`src/rtl/rc4_pkg.sv`:
```
// Package with shared constants, operation codes and control structs of the RC4 engine.
`timescale 1ns / 1ps
`default_nettype none

package rc4_pkg;

  localparam int BYTE_W      = 8;
  localparam int SBOX_DEPTH  = 256;
  localparam int KEY_MAX_DEF = 256;

  typedef enum logic {
    OP_KEY  = 1'b0,
    OP_DATA = 1'b1
  } op_t;

  // Commands from the controller to the datapath.
  typedef struct packed {
    logic key_wr;      // store an accepted key byte
    logic sched_start; // last key byte accepted: prepare the key schedule
    logic data_take;   // latch an accepted data byte
    logic fill_step;   // write one identity entry into the permutation
    logic ks_rdi;      // keystream: advance i, read S[i]
    logic ks_rdj;      // keystream: advance j, read S[j]
    logic ks_wri;      // keystream: write S[i]
    logic ks_wrj;      // keystream: write S[j]
    logic ks_rdk;      // keystream: read S[S[i] + S[j]]
    logic ks_out;      // keystream: load the output register
    logic mx_rdn;      // schedule: read S[n] and the key byte
    logic mx_rdj;      // schedule: advance j, read S[j]
    logic mx_wrn;      // schedule: write S[n]
    logic mx_wrj;      // schedule: write S[j], step n and the key index
    logic sched_done;  // schedule finished: clear indices and key count
  } rc4_cmd_t;

  // Status from the datapath to the controller.
  typedef struct packed {
    logic n_last;   // sweep counter is at its last entry
    logic out_free; // output register can take a new result this cycle
  } rc4_sts_t;

endpackage

`default_nettype wire

```
`src/rtl/rc4_ram.sv`:
```
// Generic single-port-write, single-port-read RAM with registered read data.
`timescale 1ns / 1ps
`default_nettype none

module rc4_ram #(
  parameter int WIDTH = 8,
  parameter int DEPTH = 256,
  parameter int AW    = (DEPTH > 1) ? $clog2(DEPTH) : 1
) (
  input  wire logic             clk,
  input  wire logic             wr_en,
  input  wire logic [AW-1:0]    wr_addr,
  input  wire logic [WIDTH-1:0] wr_data,
  input  wire logic             rd_en,
  input  wire logic [AW-1:0]    rd_addr,
  output logic      [WIDTH-1:0] rd_data
);

  logic [WIDTH-1:0] mem [DEPTH];

  always_ff @(posedge clk) begin
    if (wr_en) begin
      mem[wr_addr] <= wr_data;
    end
  end

  always_ff @(posedge clk) begin
    if (rd_en) begin
      rd_data <= mem[rd_addr];
    end
  end

endmodule

`default_nettype wire

```
`src/rtl/rc4_datapath.sv`:
```
// Datapath of the RC4 engine: permutation and key memories, indices, output register.
`timescale 1ns / 1ps
`default_nettype none

module rc4_datapath import rc4_pkg::*; #(
  parameter int KEY_MAX = KEY_MAX_DEF
) (
  input  wire logic              clk,
  input  wire logic              rst,
  input  wire rc4_cmd_t          cmd,
  output rc4_sts_t               sts,
  input  wire logic [BYTE_W-1:0] value_byte,
  input  wire logic              last_byte,
  output logic                   out_valid,
  input  wire logic              out_ready,
  output logic      [BYTE_W-1:0] result_byte,
  output logic                   end_of_message
);

  localparam int KEY_AW = (KEY_MAX > 1) ? $clog2(KEY_MAX) : 1;
  localparam int KCW    = $clog2(KEY_MAX + 1);
  localparam int SAW    = $clog2(SBOX_DEPTH);

  logic [SAW-1:0]    n;
  logic [SAW-1:0]    idx_i;
  logic [SAW-1:0]    idx_j;
  logic [BYTE_W-1:0] a_reg;
  logic [BYTE_W-1:0] b_reg;
  logic [BYTE_W-1:0] val_reg;
  logic              last_reg;
  logic [KCW-1:0]    key_count;
  logic [KEY_AW-1:0] key_k;

  logic              s_we;
  logic [SAW-1:0]    s_waddr;
  logic [BYTE_W-1:0] s_wdata;
  logic              s_re;
  logic [SAW-1:0]    s_raddr;
  logic [BYTE_W-1:0] s_rdata;

  logic              k_we;
  logic              k_re;
  logic [BYTE_W-1:0] k_rdata;

  logic [SAW-1:0]    i_inc;
  logic [SAW-1:0]    j_ks;
  logic [SAW-1:0]    j_mx;
  logic [KCW-1:0]    key_len;
  logic [KCW-1:0]    key_k_inc;
  logic              key_wrap;

  assign i_inc     = idx_i + SAW'(1);
  assign j_ks      = idx_j + s_rdata;
  assign j_mx      = idx_j + s_rdata + k_rdata;
  // A count of zero cannot occur during a schedule; it stands for a full key.
  assign key_len   = (key_count == '0) ? KCW'(KEY_MAX) : key_count;
  assign key_k_inc = KCW'(key_k) + KCW'(1);
  assign key_wrap  = (key_k_inc >= key_len);

  assign k_we = cmd.key_wr && (key_count < KCW'(KEY_MAX));
  assign k_re = cmd.mx_rdn;

  always_comb begin
    s_we    = 1'b0;
    s_waddr = n;
    s_wdata = s_rdata;
    s_re    = 1'b0;
    s_raddr = n;
    if (cmd.fill_step) begin
      s_we    = 1'b1;
      s_waddr = n;
      s_wdata = n;
    end
    if (cmd.ks_wri) begin
      s_we    = 1'b1;
      s_waddr = idx_i;
    end
    if (cmd.mx_wrn) begin
      s_we    = 1'b1;
      s_waddr = n;
    end
    if (cmd.ks_wrj || cmd.mx_wrj) begin
      s_we    = 1'b1;
      s_waddr = idx_j;
      s_wdata = a_reg;
    end
    if (cmd.ks_rdi) begin
      s_re    = 1'b1;
      s_raddr = i_inc;
    end
    if (cmd.ks_rdj) begin
      s_re    = 1'b1;
      s_raddr = j_ks;
    end
    if (cmd.ks_rdk) begin
      s_re    = 1'b1;
      s_raddr = a_reg + b_reg;
    end
    if (cmd.mx_rdn) begin
      s_re    = 1'b1;
      s_raddr = n;
    end
    if (cmd.mx_rdj) begin
      s_re    = 1'b1;
      s_raddr = j_mx;
    end
  end

  rc4_ram #(
    .WIDTH (BYTE_W),
    .DEPTH (SBOX_DEPTH)
  ) u_sbox (
    .clk     (clk),
    .wr_en   (s_we),
    .wr_addr (s_waddr),
    .wr_data (s_wdata),
    .rd_en   (s_re),
    .rd_addr (s_raddr),
    .rd_data (s_rdata)
  );

  rc4_ram #(
    .WIDTH (BYTE_W),
    .DEPTH (KEY_MAX)
  ) u_key (
    .clk     (clk),
    .wr_en   (k_we),
    .wr_addr (key_count[KEY_AW-1:0]),
    .wr_data (value_byte),
    .rd_en   (k_re),
    .rd_addr (key_k),
    .rd_data (k_rdata)
  );

  always_ff @(posedge clk) begin
    if (rst) begin
      n         <= '0;
      idx_i     <= '0;
      idx_j     <= '0;
      key_count <= '0;
      key_k     <= '0;
      out_valid <= 1'b0;
    end else begin
      // The sweep counter wraps to zero at the end of every full sweep.
      if (cmd.fill_step || cmd.mx_wrj) begin
        n <= n + SAW'(1);
      end
      if (cmd.ks_rdi) begin
        idx_i <= i_inc;
      end
      if (cmd.ks_rdj) begin
        idx_j <= j_ks;
      end
      if (cmd.mx_rdj) begin
        idx_j <= j_mx;
      end
      if (cmd.sched_start) begin
        idx_j <= '0;
        key_k <= '0;
      end
      if (cmd.mx_wrj) begin
        key_k <= key_wrap ? '0 : key_k_inc[KEY_AW-1:0];
      end
      if (k_we) begin
        key_count <= key_count + KCW'(1);
      end
      if (cmd.sched_done) begin
        idx_i     <= '0;
        idx_j     <= '0;
        key_count <= '0;
      end
      if (cmd.ks_out) begin
        out_valid <= 1'b1;
      end else if (out_ready) begin
        out_valid <= 1'b0;
      end
    end
  end

  always_ff @(posedge clk) begin
    if (cmd.ks_rdj || cmd.mx_rdj) begin
      a_reg <= s_rdata;
    end
    if (cmd.ks_wri) begin
      b_reg <= s_rdata;
    end
    if (cmd.data_take) begin
      val_reg  <= value_byte;
      last_reg <= last_byte;
    end
    if (cmd.ks_out) begin
      result_byte    <= val_reg ^ s_rdata;
      end_of_message <= last_reg;
    end
  end

  assign sts.n_last   = (n == SAW'(SBOX_DEPTH - 1));
  assign sts.out_free = !out_valid || out_ready;

`ifndef ASSERT_OFF
  a_count_bound: assert property (@(posedge clk) disable iff (rst)
    key_count <= KCW'(KEY_MAX))
    else $error("key count exceeds the key store depth");

  a_key_index: assert property (@(posedge clk) disable iff (rst)
    cmd.mx_rdn |-> (KCW'(key_k) < key_count))
    else $error("key schedule reads beyond the stored key");

  a_sched_clear: assert property (@(posedge clk) disable iff (rst)
    cmd.sched_done |=> (idx_i == '0) && (idx_j == '0) && (key_count == '0))
    else $error("indices or key count not cleared after the schedule");
`endif

endmodule

`default_nettype wire

```
`src/rtl/rc4_ctrl.sv`:
```
// Controller state machine of the RC4 engine: request handshake and step sequencing.
`timescale 1ns / 1ps
`default_nettype none

module rc4_ctrl import rc4_pkg::*; (
  input  wire logic     clk,
  input  wire logic     rst,
  input  wire logic     in_valid,
  output logic          in_ready,
  input  wire logic     op,
  input  wire logic     last_byte,
  input  wire rc4_sts_t sts,
  output rc4_cmd_t      cmd
);

  typedef enum logic [11:0] {
    ST_FILL   = 12'b0000_0000_0001,
    ST_IDLE   = 12'b0000_0000_0010,
    ST_KS_RDI = 12'b0000_0000_0100,
    ST_KS_RDJ = 12'b0000_0000_1000,
    ST_KS_WRI = 12'b0000_0001_0000,
    ST_KS_WRJ = 12'b0000_0010_0000,
    ST_KS_RDK = 12'b0000_0100_0000,
    ST_KS_OUT = 12'b0000_1000_0000,
    ST_MX_RDN = 12'b0001_0000_0000,
    ST_MX_RDJ = 12'b0010_0000_0000,
    ST_MX_WRN = 12'b0100_0000_0000,
    ST_MX_WRJ = 12'b1000_0000_0000
  } state_t;

  state_t state;
  state_t state_next;
  logic   mix_pending;
  logic   mix_pending_next;
  logic   accept;

  assign in_ready = (state == ST_IDLE);
  assign accept   = in_valid && in_ready;

  always_comb begin
    state_next       = state;
    mix_pending_next = mix_pending;
    cmd              = '0;
    case (state)
      ST_FILL: begin
        cmd.fill_step = 1'b1;
        if (sts.n_last) begin
          state_next       = mix_pending ? ST_MX_RDN : ST_IDLE;
          mix_pending_next = 1'b0;
        end
      end
      ST_IDLE: begin
        if (accept) begin
          if (op == OP_DATA) begin
            cmd.data_take = 1'b1;
            state_next    = ST_KS_RDI;
          end else begin
            cmd.key_wr = 1'b1;
            if (last_byte) begin
              // The schedule first rebuilds the identity permutation.
              cmd.sched_start  = 1'b1;
              mix_pending_next = 1'b1;
              state_next       = ST_FILL;
            end
          end
        end
      end
      ST_KS_RDI: begin
        cmd.ks_rdi = 1'b1;
        state_next = ST_KS_RDJ;
      end
      ST_KS_RDJ: begin
        cmd.ks_rdj = 1'b1;
        state_next = ST_KS_WRI;
      end
      ST_KS_WRI: begin
        cmd.ks_wri = 1'b1;
        state_next = ST_KS_WRJ;
      end
      ST_KS_WRJ: begin
        cmd.ks_wrj = 1'b1;
        state_next = ST_KS_RDK;
      end
      ST_KS_RDK: begin
        cmd.ks_rdk = 1'b1;
        state_next = ST_KS_OUT;
      end
      ST_KS_OUT: begin
        if (sts.out_free) begin
          cmd.ks_out = 1'b1;
          state_next = ST_IDLE;
        end
      end
      ST_MX_RDN: begin
        cmd.mx_rdn = 1'b1;
        state_next = ST_MX_RDJ;
      end
      ST_MX_RDJ: begin
        cmd.mx_rdj = 1'b1;
        state_next = ST_MX_WRN;
      end
      ST_MX_WRN: begin
        cmd.mx_wrn = 1'b1;
        state_next = ST_MX_WRJ;
      end
      ST_MX_WRJ: begin
        cmd.mx_wrj = 1'b1;
        if (sts.n_last) begin
          cmd.sched_done = 1'b1;
          state_next     = ST_IDLE;
        end else begin
          state_next = ST_MX_RDN;
        end
      end
      default: begin
        state_next = ST_IDLE;
      end
    endcase
  end

  always_ff @(posedge clk) begin
    if (rst) begin
      state       <= ST_FILL;
      mix_pending <= 1'b0;
    end else begin
      state       <= state_next;
      mix_pending <= mix_pending_next;
    end
  end

`ifndef ASSERT_OFF
  a_fill_to_mix: assert property (@(posedge clk) disable iff (rst)
    (state == ST_FILL) && sts.n_last && mix_pending |=> (state == ST_MX_RDN))
    else $error("identity fill of a key schedule did not continue into mixing");

  a_out_free: assert property (@(posedge clk) disable iff (rst)
    cmd.ks_out |-> sts.out_free)
    else $error("result loaded while the output register still holds one");

  a_pending_only_fill: assert property (@(posedge clk) disable iff (rst)
    mix_pending |-> (state == ST_FILL))
    else $error("pending key schedule outside the identity fill");
`endif

endmodule

`default_nettype wire

```
`src/rtl/rc4_stream_cipher.sv`:
```
// RC4 stream cipher engine: usage notes
//
// One input channel (in_valid/in_ready) carries requests with op, value_byte
// and last_byte. op OP_KEY stores a key byte; a key byte with last_byte set
// starts the key schedule. op OP_DATA returns value_byte XOR the next keystream
// byte on the output channel (out_valid/out_ready) with end_of_message copied
// from last_byte. Key requests give no result.
// A data request steps through KS_RDI to KS_OUT; the next request is accepted
// in the cycle after the result is loaded, so no new request is taken while a
// data byte is in progress. Throughput is set by the single-write, single-read
// permutation RAM: three dependent reads and two writes per keystream byte.
// The key schedule follows the last key byte: an identity fill of 256 entries,
// then 256 mixing steps that each read S[n] and the key byte, read S[j], and
// write S[n] and S[j]. After reset the permutation is filled with identity,
// with in_ready low. When the receiver stalls, the result waits in the output
// register; one further data request is accepted and computed, and then holds
// until the output register is free.
`timescale 1ns / 1ps
`default_nettype none

module rc4_stream_cipher import rc4_pkg::*; #(
  parameter int KEY_MAX = KEY_MAX_DEF
) (
  input  wire logic              clk,
  input  wire logic              rst,
  input  wire logic              in_valid,
  output logic                   in_ready,
  input  wire logic              op,
  input  wire logic [BYTE_W-1:0] value_byte,
  input  wire logic              last_byte,
  output logic                   out_valid,
  input  wire logic              out_ready,
  output logic      [BYTE_W-1:0] result_byte,
  output logic                   end_of_message
);

  rc4_cmd_t cmd;
  rc4_sts_t sts;

  rc4_ctrl u_ctrl (
    .clk       (clk),
    .rst       (rst),
    .in_valid  (in_valid),
    .in_ready  (in_ready),
    .op        (op),
    .last_byte (last_byte),
    .sts       (sts),
    .cmd       (cmd)
  );

  rc4_datapath #(
    .KEY_MAX (KEY_MAX)
  ) u_datapath (
    .clk            (clk),
    .rst            (rst),
    .cmd            (cmd),
    .sts            (sts),
    .value_byte     (value_byte),
    .last_byte      (last_byte),
    .out_valid      (out_valid),
    .out_ready      (out_ready),
    .result_byte    (result_byte),
    .end_of_message (end_of_message)
  );

endmodule

`default_nettype wire
```
`config.mk`:
```
export PLATFORM = sky130hd
export DESIGN_NAME = rc4_stream_cipher
export DESIGN_NICKNAME = d
export VERILOG_FILES = /design/src/rtl/rc4_pkg.sv /design/src/rtl/rc4_ram.sv /design/src/rtl/rc4_datapath.sv /design/src/rtl/rc4_ctrl.sv /design/src/rtl/rc4_stream_cipher.sv
export SDC_FILE = /design/constraint.sdc
export NUM_CORES = 2
export LEC_CHECK = 0
export BUFFER_PORTS_ARGS = -buffer_cell sky130_fd_sc_hd__clkbuf_2
export CAP_MARGIN = 10
export CORE_ASPECT_RATIO = 1.5
export CORE_MARGIN = 2
export CORE_UTILIZATION = 50
export DETAILED_ROUTE_END_ITERATION = 7
export PLACE_DENSITY = 0.7
export SYNTH_ARGS = -nofsm -noshare
export SYNTH_HDL_FRONTEND = slang
export SYNTH_SLANG_ARGS = --single-unit
```
`constraint.sdc`:
```
create_clock -name clk -period 12.75 [get_ports clk]
set_input_delay 0.6375 -clock clk [delete_from_list [all_inputs] [get_ports clk]]
set_output_delay 0.6375 -clock clk [all_outputs]
set_load 0.01 [all_outputs]
```
==> results.ini <==
[die]
ios = 25
chipWidth_um = 476
core_area_um2 = 332000
die_area_um2 = 338000
rows = 259
start_util = 0.503
die_height_um = 711

[worst_setup_path]
cp.arrival_ns = 8.03
cp_max_fo = 128
r2r-start = u_datapath.u_sbox.rd_data[0]$_DFFE_PP_
crit_end = u_datapath.u_sbox.rd_data[5]$_DFFE_PP_
worstSetupStartpoint = u_datapath.u_sbox.rd_data[0]$_DFFE_PP_
reg2regPathDepth = 14
reg2reg_to = u_datapath.u_sbox.rd_data[5]$_DFFE_PP_
reg2reg_slack_ns = 5.36
cp-start-kind = register
critical_path_required_ns = 13.39
path_class = register to register
endpoint_kind = register

[power]
peakVddDrop_v = 0.000258
power_mw = 33.0
powerDensity_nw_per_um2 = 179
leakage_nw = 57.8

[sta]
setup_violations = 0
setup_tns_ns = 0
hold_viol = 0
finalMaxSlewViolations = 0
worst_slew_pin_slew_ns = 1.39
relSlewSlack = 0.0643
finalCriticalPeriod_ns = 7.39
rsz0062_at_grt = no
fmax_mhz = 135
fin_crit_sh = 0.580
fin_worst_skew_ns = 0.0645

[logic_synthesis]
synth-seq-cells = 4201
synth_cell_type_count = 92
synthFlopType = edfxtp_1
synth_edf_count = 4146
yosys.area.top_type = edfxtp_1
synth-async-reset-ratio = 0
synthTopCellsByArea = edfxtp_1 (75%), mux4_2 (9.2%), nand2_1 (3.9%), nand3_1 (1.8%), nor2_1 (1.5%)
yosysSeqAreaShare = 0.753
synth_area_um2 = 167000
syn_inst = 9967
ys_warn_count = 0
synth_top_area_share = 0.746
syn_nets = 10022
avgSynthCellArea_um2 = 16.7

[routing]
drt_pass1_iterations = 6
vias = 93091
finalWirelength_mm = 454
routedWlPerCell_um = 30.9
drc_errors = 0
via_per_inst = 6.34
initialDrtViolationCount = 12393
detail-route-antenna-nets = 0

[grt]
overflow = 0
grt_use_met3 = 0.0447
antenna_found_initial = 20
grtUsageMet1 = 0.315
grt_max_degree = 210
grt.busiest_layer = met2
grt_pass1_wl_mm = 652
grt.met2_usage = 0.441
globalRouteTotalUtil = 0.265
grt_pass1_vias = 92525

[clock_tree]
ctsResizeCount = 0
clock-sinks = 4201
cts-root-buf = clkbuf_16
cts_inserted_buffers = 381
htreeDepth = 5
clk_pin_slew_ns = 0.07
cts_tree = done
clockBufferDepth = 4
clk_latency_ns = 0.92
cts_hold_buf = 0
cts_setup_buffers = 0

[final_layout]
finalNetCount = 9972
area_growth_pct = 10.4
final_layout_size_suffix_gt1_frac = 0.149
reg_top3 = u_datapath.u_key.mem: 2048 flops, u_datapath.u_sbox.mem: 2048 flops, u_ctrl.state: 12 flops

[place]
gp_congestion = 0.942
placement.io_buffers = 24
post-dp-hpwl_mm = 272

[min_path]
min_path_type = primary input to register

[flow_run]
maxCapViolCount = 0

[outcome]
outcome = finished clean

==> routing by layer <==
metal,share of wire,vias up
met1,0.33,47284
met5,0.00017,-
met3,0.087,1342
met4,0.080,10
met2,0.50,5676
li1,-,38779
==> placed cells by master, fill, tap and decap left out, types with 72 or more instances in the layout <==
master | synthesis | layout
and3_1 | 89 | 89
a31oi_1 | 111 | 102
a21oi_1 | 203 | 201
nor2_1 | 662 | 657
nand4_1 | 72 | 72
edfxtp_1 | 4146 | 4146
clkinv_2 | 0 | 79
nand3_1 | 609 | 606
clkbuf_16 | 0 | 392
mux2i_1 | 202 | 202
a311oi_1 | 74 | 74
buf_4 | 35 | 146
mux4_2 | 685 | 685
nand2_1 | 1734 | 1724
==> worst min path at each step <==
| stage | startpoint | end | slack [ns] | cells after the start |
|---|---|---|---|---|
| global route | op | u_ctrl.state[2]$_SDFFE_PP0P_ | 0.04 | 2 |
| detailed placement | u_datapath.last_reg$_DFFE_PP_ | u_datapath.end_of_message$_DFFE_PP_ | 0.42 | 0 |
| global placement | u_datapath.last_reg$_DFFE_PP_ | u_datapath.end_of_message$_DFFE_PP_ | 0.41 | 0 |
| CTS | op | u_ctrl.state[2]$_SDFFE_PP0P_ | 0.03 | 2 |
| floorplan | u_datapath.last_reg$_DFFE_PP_ | u_datapath.end_of_message$_DFFE_PP_ | 0.40 | 0 |
| finish | op | u_ctrl.state[2]$_SDFFE_PP0P_ | 0.09 | 2 |
==> worst max-delay path, cell delays in order (launching register included) <==
cell and delay (ns):
edfxtp_1 0.50, ha_1 0.28, fa_1 0.59, inv_1 0.08
fa_1 0.44, nor4_1 0.90, a211o_4 0.50, buf_12 0.55
buf_4 0.74, mux2i_1 0.27, o22ai_1 0.10, o31a_1 0.38
a2111oi_0 1.11, and4_1 0.39, nand4_1 0.10
==> synthesized netlist by cell type (all sizes together) (7+ instances only) <==
cell type  number
nor2b          12
dfxtp          55
a31oi         112
o22ai          44
a221oi         13
xnor2          26
or4            15
xor2           26
nor4b          30
nand2        1735
nand2b         10
a2111oi        12
nor2          662
a21oi         205
nor4           35
a32o            7
ha             38
o22a           10
edfxtp       4146
mux4          685
a32oi          33
nor3           58
nand4          72
o211ai         12
mux2i         202
inv            23
or3             9
a311oi         74
a221o          15
buf           359
nand3         610
a211oi         49
o2111ai        25
a21o           22
and3           89
o21ai          54
clkbuf        268
==> logic make-up (layout without fill, tap and decap cells) <==
| family | after synthesis | count (layout) | synth area share |
|---|---|---|---|
| other | 0 | 18 | 0 |
| AND/OR/NAND/NOR | 3363 | 3363 | 0.0865 |
| multiplexers | 887 | 887 | 0.105 |
| buffers and inverters | 650 | 906 | 0.0178 |
| adder cells (fa/ha/maj) | 41 | 41 | 0.00321 |
| flip-flops | 4201 | 4201 | 0.753 |
| XOR/XNOR | 52 | 52 | 0.00273 |
| AO/OA/AOI/OAI | 773 | 773 | 0.0324 |
==> layout make-up <==
cell class	instances	area (um^2)
multi-input cells	5116	38700
flip-flops and latches	4201	126000
inverters	23	86.3
fillers	24938	148000
well taps	4437	5550
clock buffers	460	10100
clock inverters	229	2450
diodes	18	45.0
repair buffers	194	1730
==> through the flow <==
step | setup WS (ns) | hold slack (ns) | utilization | cells | area (um^2)
after global placement | 5.00 | 0.411 | 0.517 | 13963 | 172000
after CTS | 5.66 | 0.0273 | 0.555 | 14658 | 184000
after floorplan | 1.56 | 0.400 | - | 9967 | 167000
after global routing | 5.30 | 0.0434 | 0.555 | 14666 | 184000
after detailed placement | 5.68 | 0.419 | 0.517 | 13969 | 172000
final | 5.36 | 0.0853 | 0.555 | 14678 | 184000
==> report_power, final <==
part	internal [mW]	switching, mW	leakage [nW]
clock	6.65	5.03	6.16
sequential	16.1	0.0294	38.1
combinational	1.17	4.03	13.6
Note: power is estimated with default switching activity, not from simulation.
